$ cat src/rtl/swcs_pkg.sv
`timescale 1ns / 1ps
// package for the stack with counting sort: request and result structs,
// action and status codes, default sizes; no dependencies
package swcs_pkg;

  // fixed field widths of the request and result channels
  localparam int unsigned ACT_W = 2;
  localparam int unsigned VAL_W = 8;
  localparam int unsigned CNT_W = 7;
  localparam int unsigned STS_W = 2;

  // default sizes for the top level parameters
  localparam int unsigned STACK_DEPTH_DEF = 64;
  localparam int unsigned VALUE_BITS_DEF  = 8;

  // action codes
  localparam logic [ACT_W-1:0] ACT_PUSH = 2'd0;
  localparam logic [ACT_W-1:0] ACT_POP  = 2'd1;
  localparam logic [ACT_W-1:0] ACT_SORT = 2'd2;

  // status codes
  localparam logic [STS_W-1:0] ST_OK    = 2'd0;
  localparam logic [STS_W-1:0] ST_EMPTY = 2'd1;
  localparam logic [STS_W-1:0] ST_FULL  = 2'd2;

  typedef struct packed {
    logic [ACT_W-1:0] action;
    logic [VAL_W-1:0] push_value;
  } in_item_t;

  typedef struct packed {
    logic [VAL_W-1:0] popped_value;
    logic [CNT_W-1:0] entry_count;
    logic [VAL_W-1:0] largest_value;
    logic [STS_W-1:0] status;
  } out_item_t;

endpackage

$ cat src/rtl/stack_with_counting_sort.sv
`timescale 1ns / 1ps
// bounded lifo stack with in-place counting sort and running largest value
// depends on swcs_pkg
//
//  channel  ports                         payload
//  -------  ----------------------------  ----------------------
//  request  in_valid, in_ready, in_data   swcs_pkg::in_item_t
//  result   out_valid, out_ready, out_data swcs_pkg::out_item_t
//
// push, pop on empty, push on full, sort of fewer than two entries and the
// unused action answer straight from idle; a pop first reads the stack memory.
// a sort of N entries walks the memories: it clears all 2^VALUE_BITS histogram
// bins, counts each entry (read it, read its bin, write the bin plus one), then
// per value up to the largest reads the bin and refills one entry per count.
// each stack entry keeps the largest value at or below it, so the largest
// value after a pop comes from the same read as the popped value.
// reset (rst_n low, synchronous) empties the stack and the result register.
// a new request is taken only in idle with the result register free or
// being taken, so a finished result never waits on out_ready.
module stack_with_counting_sort #(
  parameter int unsigned STACK_DEPTH = swcs_pkg::STACK_DEPTH_DEF,
  parameter int unsigned VALUE_BITS  = swcs_pkg::VALUE_BITS_DEF
) (
  input  logic                clk,
  input  logic                rst_n,
  input  logic                in_valid,
  output logic                in_ready,
  input  swcs_pkg::in_item_t  in_data,
  output logic                out_valid,
  input  logic                out_ready,
  output swcs_pkg::out_item_t out_data
);

  localparam int unsigned CW = $clog2(STACK_DEPTH + 1);
  localparam int unsigned AW = $clog2(STACK_DEPTH);
  localparam int unsigned VB = VALUE_BITS;
  localparam int unsigned HD = 1 << VALUE_BITS;

  typedef struct packed {
    logic [VB-1:0] pmax;
    logic [VB-1:0] val;
  } entry_t;

  typedef enum logic [8:0] {
    S_IDLE     = 9'b000000001,
    S_POP      = 9'b000000010,
    S_CLR      = 9'b000000100,
    S_CNT_RD   = 9'b000001000,
    S_CNT_HIST = 9'b000010000,
    S_CNT_WR   = 9'b000100000,
    S_FILL_RD  = 9'b001000000,
    S_FILL_LD  = 9'b010000000,
    S_FILL_WR  = 9'b100000000
  } state_t;

  // memories
  entry_t        stack_mem [STACK_DEPTH];
  logic [CW-1:0] hist_mem  [HD];

  entry_t        rd_a_r, rd_b_r;
  logic [CW-1:0] hist_rd_r;

  logic          stk_we, stk_re;
  logic [AW-1:0] stk_waddr, stk_raddr_a, stk_raddr_b;
  entry_t        stk_wdata;
  logic          hist_we, hist_re;
  logic [VB-1:0] hist_waddr, hist_raddr;
  logic [CW-1:0] hist_wdata;

  // control registers
  state_t        state_r, state_nxt;
  logic [CW-1:0] count_r, count_nxt;
  logic [VB-1:0] largest_r, largest_nxt;
  logic [AW-1:0] idx_r, idx_nxt;
  logic [VB-1:0] val_r, val_nxt;
  logic [CW-1:0] pos_r, pos_nxt;
  logic [CW-1:0] run_r, run_nxt;
  swcs_pkg::out_item_t out_r, out_nxt;
  logic          out_valid_r, out_valid_nxt;

  logic          in_fire;
  logic [VB-1:0] push_val;
  logic          out_load;
  logic [VB-1:0] res_pop;
  logic [swcs_pkg::STS_W-1:0] res_st;

  assign in_ready  = (state_r == S_IDLE) && (!out_valid_r || out_ready);
  assign in_fire   = in_valid && in_ready;
  assign push_val  = VB'(in_data.push_value);
  assign out_valid = out_valid_r;
  assign out_data  = out_r;

  // stack memory, one write and two registered reads
  always_ff @(posedge clk) begin
    if (stk_we) begin
      stack_mem[stk_waddr] <= stk_wdata;
    end
    if (stk_re) begin
      rd_a_r <= stack_mem[stk_raddr_a];
      rd_b_r <= stack_mem[stk_raddr_b];
    end
  end

  // histogram memory, one write and one registered read
  always_ff @(posedge clk) begin
    if (hist_we) begin
      hist_mem[hist_waddr] <= hist_wdata;
    end
    if (hist_re) begin
      hist_rd_r <= hist_mem[hist_raddr];
    end
  end

  // sequencer
  always_comb begin
    state_nxt   = state_r;
    count_nxt   = count_r;
    largest_nxt = largest_r;
    idx_nxt     = idx_r;
    val_nxt     = val_r;
    pos_nxt     = pos_r;
    run_nxt     = run_r;
    stk_we      = 1'b0;
    stk_re      = 1'b0;
    stk_waddr   = '0;
    stk_wdata   = '0;
    stk_raddr_a = '0;
    stk_raddr_b = '0;
    hist_we     = 1'b0;
    hist_re     = 1'b0;
    hist_waddr  = '0;
    hist_wdata  = '0;
    hist_raddr  = '0;
    out_load    = 1'b0;
    res_pop     = '0;
    res_st      = swcs_pkg::ST_OK;

    unique case (state_r)
      S_IDLE: begin
        if (in_fire) begin
          case (in_data.action)
            swcs_pkg::ACT_PUSH: begin
              out_load = 1'b1;
              if (count_r == CW'(STACK_DEPTH)) begin
                res_st = swcs_pkg::ST_FULL;
              end else begin
                stk_we      = 1'b1;
                stk_waddr   = AW'(count_r);
                largest_nxt = (push_val > largest_r) ? push_val : largest_r;
                stk_wdata   = '{pmax: largest_nxt, val: push_val};
                count_nxt   = count_r + CW'(1);
              end
            end
            swcs_pkg::ACT_POP: begin
              if (count_r == '0) begin
                out_load = 1'b1;
                res_st   = swcs_pkg::ST_EMPTY;
              end else begin
                stk_re      = 1'b1;
                stk_raddr_a = AW'(count_r - CW'(1));
                stk_raddr_b = AW'(count_r - CW'(2));
                state_nxt   = S_POP;
              end
            end
            swcs_pkg::ACT_SORT: begin
              if (count_r < CW'(2)) begin
                out_load = 1'b1;
              end else begin
                val_nxt   = '0;
                state_nxt = S_CLR;
              end
            end
            default: begin
              out_load = 1'b1;
            end
          endcase
        end
      end
      // top entry and the largest value below it arrive together
      S_POP: begin
        out_load    = 1'b1;
        res_pop     = rd_a_r.val;
        count_nxt   = count_r - CW'(1);
        largest_nxt = (count_r > CW'(1)) ? rd_b_r.pmax : '0;
        state_nxt   = S_IDLE;
      end
      // clear the histogram
      S_CLR: begin
        hist_we    = 1'b1;
        hist_waddr = val_r;
        hist_wdata = '0;
        val_nxt    = val_r + VB'(1);
        if (val_r == '1) begin
          idx_nxt   = '0;
          state_nxt = S_CNT_RD;
        end
      end
      // count: read entry, read its bin, write bin plus one
      S_CNT_RD: begin
        stk_re      = 1'b1;
        stk_raddr_a = idx_r;
        state_nxt   = S_CNT_HIST;
      end
      S_CNT_HIST: begin
        hist_re    = 1'b1;
        hist_raddr = rd_a_r.val;
        state_nxt  = S_CNT_WR;
      end
      S_CNT_WR: begin
        hist_we    = 1'b1;
        hist_waddr = rd_a_r.val;
        hist_wdata = hist_rd_r + CW'(1);
        if (CW'(idx_r) == count_r - CW'(1)) begin
          val_nxt   = '0;
          pos_nxt   = count_r;
          state_nxt = S_FILL_RD;
        end else begin
          idx_nxt   = idx_r + AW'(1);
          state_nxt = S_CNT_RD;
        end
      end
      // refill from the top downward with ascending values
      S_FILL_RD: begin
        hist_re    = 1'b1;
        hist_raddr = val_r;
        state_nxt  = S_FILL_LD;
      end
      S_FILL_LD: begin
        run_nxt   = hist_rd_r;
        state_nxt = S_FILL_WR;
      end
      S_FILL_WR: begin
        if (run_r != '0 && pos_r != '0) begin
          stk_we    = 1'b1;
          stk_waddr = AW'(pos_r - CW'(1));
          stk_wdata = '{pmax: largest_r, val: val_r};
          pos_nxt   = pos_r - CW'(1);
          run_nxt   = run_r - CW'(1);
        end else if (pos_r == '0 || val_r == '1) begin
          out_load  = 1'b1;
          state_nxt = S_IDLE;
        end else begin
          val_nxt   = val_r + VB'(1);
          state_nxt = S_FILL_RD;
        end
      end
      default: begin
        state_nxt = S_IDLE;
      end
    endcase
  end

  // result register
  always_comb begin
    out_nxt       = out_r;
    out_valid_nxt = out_valid_r && !out_ready;
    if (out_load) begin
      out_nxt.popped_value  = swcs_pkg::VAL_W'(res_pop);
      out_nxt.entry_count   = swcs_pkg::CNT_W'(count_nxt);
      out_nxt.largest_value = swcs_pkg::VAL_W'(largest_nxt);
      out_nxt.status        = res_st;
      out_valid_nxt         = 1'b1;
    end
  end

  // control state
  always_ff @(posedge clk) begin
    if (!rst_n) begin
      state_r     <= S_IDLE;
      count_r     <= '0;
      largest_r   <= '0;
      out_valid_r <= 1'b0;
    end else begin
      state_r     <= state_nxt;
      count_r     <= count_nxt;
      largest_r   <= largest_nxt;
      out_valid_r <= out_valid_nxt;
    end
  end

  // sort counters and result payload
  always_ff @(posedge clk) begin
    idx_r <= idx_nxt;
    val_r <= val_nxt;
    pos_r <= pos_nxt;
    run_r <= run_nxt;
    out_r <= out_nxt;
  end

endmodule

$ cat config.mk
export PLATFORM = sky130hd
export DESIGN_NAME = stack_with_counting_sort
export DESIGN_NICKNAME = d
export VERILOG_FILES = /design/src/rtl/swcs_pkg.sv /design/src/rtl/stack_with_counting_sort.sv
export SDC_FILE = /design/constraint.sdc
export NUM_CORES = 2
export LEC_CHECK = 0
export BUFFER_PORTS_ARGS = -buffer_cell sky130_fd_sc_hd__buf_2
export CORE_MARGIN = 2
export CORE_UTILIZATION = 30
export DETAILED_ROUTE_END_ITERATION = 6
export PLACE_DENSITY = 0.4
export SYNTH_ARGS = -nofsm -noshare
export SYNTH_HDL_FRONTEND = slang
export SYNTH_SLANG_ARGS = --single-unit
$ cat constraint.sdc
create_clock -name clk -period 23.6 [get_ports clk]
set_input_delay 4.72 -clock clk [delete_from_list [all_inputs] [get_ports clk]]
set_output_delay 4.72 -clock clk [all_outputs]
set_load 0.03 [all_outputs]
==> impl_results.md <==
- Std-Cell Rows: 230
- Height of the die: 632 µm
- Power density relative to cell area: 82.9 mW/mm²
- CTS Root Buffer Type: clkbuf_16
- Footprint of the multi-input gates: slightly below 0.03 mm²
- Most common cell after layout, fill and taps aside: edfxtp_1
- Buffers added on ports: 40
- Number of distinct standard cells referenced by the synthesized netlist: 87
- Detailed Routing Iterations Pass 1: 6
- Overall die width: 632 µm
- Worst min-delay path class: flip-flop to flip-flop
- Maximum fanout along the worst path: 4
- Top cell type by total area after synthesis: edfxtp_1
- Number of global-route vias before repair: 72900
- Transition time of the tightest slew-check pin: roughly 1.4 ns
- Worst ir drop on vdd: roughly 0.06 mV
- Via/cell ratio: roughly 5.3
- CTS Hold Buffers Added: 0
- Fmax achieved: 94.7 MHz
- Ports placed on the boundary: just over 40
- Critical Setup Path Class: primary input to output pin
- Gates resized, CTS repair: 0
- Final Max Tran Viols: 0
- Gate Count Post-Synth: 8772
- Total congestion overflow after global routing: 0
- Leakage dissipation: approximately 46 nW
- Global-route wire length before repair: 571 mm
- Final worst slack: 13.04 ns
- HPWL after DPL: 244 mm
- Clock tree from TritonCTS: built
- Sequential cell area in the final layout: 0.0874 mm²
- Post-route cell area: 0.136 mm²
- Total number of H-tree levels: 5
- Routed WL per cell: 28.4 µm
- Total via count after detailed routing: about 75000
- Netlist Area Pre-Place: 0.118 mm²
- Number of hold violations in the final report: 0
- Post-synth top area share: 0.735
- Run status: complete, no violations
- RSZ-0062 raised after global routing: no
- Number of CTS-inserted buffers: 328
- Wire length reported by the detailed router: approximately 410 mm
- Sum of negative setup slack: 0 ns
- Final Setup Violations: 0
- Pin count of the biggest net entering global routing: roughly 190
- Crit path launch type: primary input
- First-iteration detailed-routing DRC count: 8035
- Antenna violations before repair: 21
- # nets final: 8840
- Final critical-path share of the clock period: 0.447
- Setup WS pre-CTS: approximately 13 ns
- CTS max path bufs: 4
- Final worst hold slack: 0.634 ns
- Clk Latency, worst-skew pair: 0.93 ns
- Core Area: ~0.39 mm²
- Worst path arrival time: approximately 6 ns
- Cells taking the most area after synthesis: edfxtp_1 73%, nand2_1 6.4%, nand3_1 2.5%, mux2i_1 2.1%, nor2_1 1.6%
- Antenna Violating Nets Remaining: 0
- Cell Area, Placed: 0.125 mm²
- Headroom to the max-slew limit: 0.0576
- Crit path capture type: output pin
- Post-synthesis sequential element count: 2917
- Commonest cells after routing, fill and taps aside: 2892 x edfxtp_1, 2002 x nand2_1, 587 x nand3_1, 444 x nor2_1, 342 x clkbuf_16
- Async SR Flop Fraction: 0
- Min cycle time layout: 10.56 ns
- Fillers: 37900
- Gp weighted congestion: around 0.87
- CTS Sinks: 2917
- Register area share after synthesis: 0.739
- Required time reported for the critical path endpoint: about 19 ns
- Mapped Nets: between 8000 and 9000
- Count of flip-flops with a built-in enable after synthesis: around 2900
- Number of warning messages in the yosys log: 0
- Overall die area: 0.399 mm²
- Total design power: 11.2 mW
- Total GRT Usage: 0.198
- Syn-to-layout area delta: 14.7%
- Max-capacitance violation count: 0
- Avg Inst Size Synth: ~13 µm²
- Primary flip-flop cell chosen by synthesis mapping: edfxtp_1
- Fraction of layout instances using a drive strength above 1: 0.103
- Initial cell density of the core: 0.301
- Clk_skew: ~0.062 ns
- Remaining design rule violation count: 0
- Number of post-CTS setup repair buffers: 0
- Clock transition at the register clock pins on the worst setup and hold paths after CTS: about 0.06 ns
## power by group
group / switching [mW] / leakage (nW) / total, mW / internal (mW)
Combinational: 0.380 / 9.29 / 0.498 / 0.118
Sequential: 0.0172 / 31.3 / 5.68 / 5.66
Clock: 2.11 / 5.07 / 5.05 / 2.94
## registers in the layout, indices dropped and copies added, names as in the netlist
signal	flops
count_r	7
hist_mem	1792
hist_rd_r	7
idx_r	6
largest_r	8
out_data	25
out_valid	1
pos_r	7
rd_a_r	8
rd_b_r	8
run_r	7
stack_mem	1024
state_r	9
val_r	8
## worst paths after layout
path	from	to	slack, ns	cells past startpoint
hold / removal	run_r[0]$_DFFE_PP_	run_r[0]$_DFFE_PP_	0.63	1
setup / recovery	out_ready	in_ready	13.04	4
setup reg to reg	count_r[1]$_SDFF_PN0_	rd_a_r[4]$_DFFE_PP_	16.47	15
hold reg to reg	run_r[0]$_DFFE_PP_	run_r[0]$_DFFE_PP_	0.63	1
## cell families after synthesis
family          Yosys count  share of synthesized area
fa+ha+maj                23                    0.00243
simple gates           3662                      0.134
xor+xnor                 41                    0.00304
compound gates         1227                     0.0713
buf+inv                 610                     0.0215
flops                  2917                      0.739
mux                     292                     0.0289
## cell usage after synthesis, drive strengths merged, types with 21 or more instances
cell / instances
o21ai: 155
a32oi: 79
o32ai: 21
a22oi: 49
and2: 31
xnor2: 22
nor2: 511
nor4: 29
a21o: 22
dfxtp: 25
a22o: 36
nand4: 133
and3: 68
a32o: 23
a211oi: 34
clkbuf: 331
inv: 42
nor3: 123
a31oi: 231
a221oi: 28
buf: 237
nand3: 593
o22ai: 94
edfxtp: 2892
or3: 29
ha: 23
a21oi: 224
mux2i: 243
nand2b: 32
mux4: 38
o211ai: 28
nand2: 2020
## critical path, cell delays in order
cell     delay, ns
buf_2         0.12
nor2b_1       0.62
nor2_1        0.15
buf_2         0.22
## final cells by class
type	instances	share of cell area
antenna	6	0.000111
sequential	2917	0.645
clock inverter	170	0.0110
timing repair buffer	269	0.0150
tap	5220	0.0482
multi-input combinational	5245	0.214
inverter	42	0.00116
clock buffer	421	0.0658
## per-layer routing
metal / wire length (µm) / share of wire / track usage / up-vias
li1: - / - / - / 33200
met1: 190000 / 0.47 / 0.294 / 39100
met2: 182000 / 0.45 / 0.307 / 2465
met3: 24800 / 0.061 / 0.0276 / 473
met4: 9560 / 0.024 / 0.0469 / 2
met5: 10 / 0.000025 / 0 / -
## metrics by stage
step | std cells | utilization
after floorplan | 8772 | -
after global placement | 13700 | 0.319
after detailed placement | 13700 | 0.319
after CTS | 14300 | 0.345
after global routing | 14300 | 0.346
final | 14300 | 0.346
Note: power is estimated with default switching activity, not from simulation.
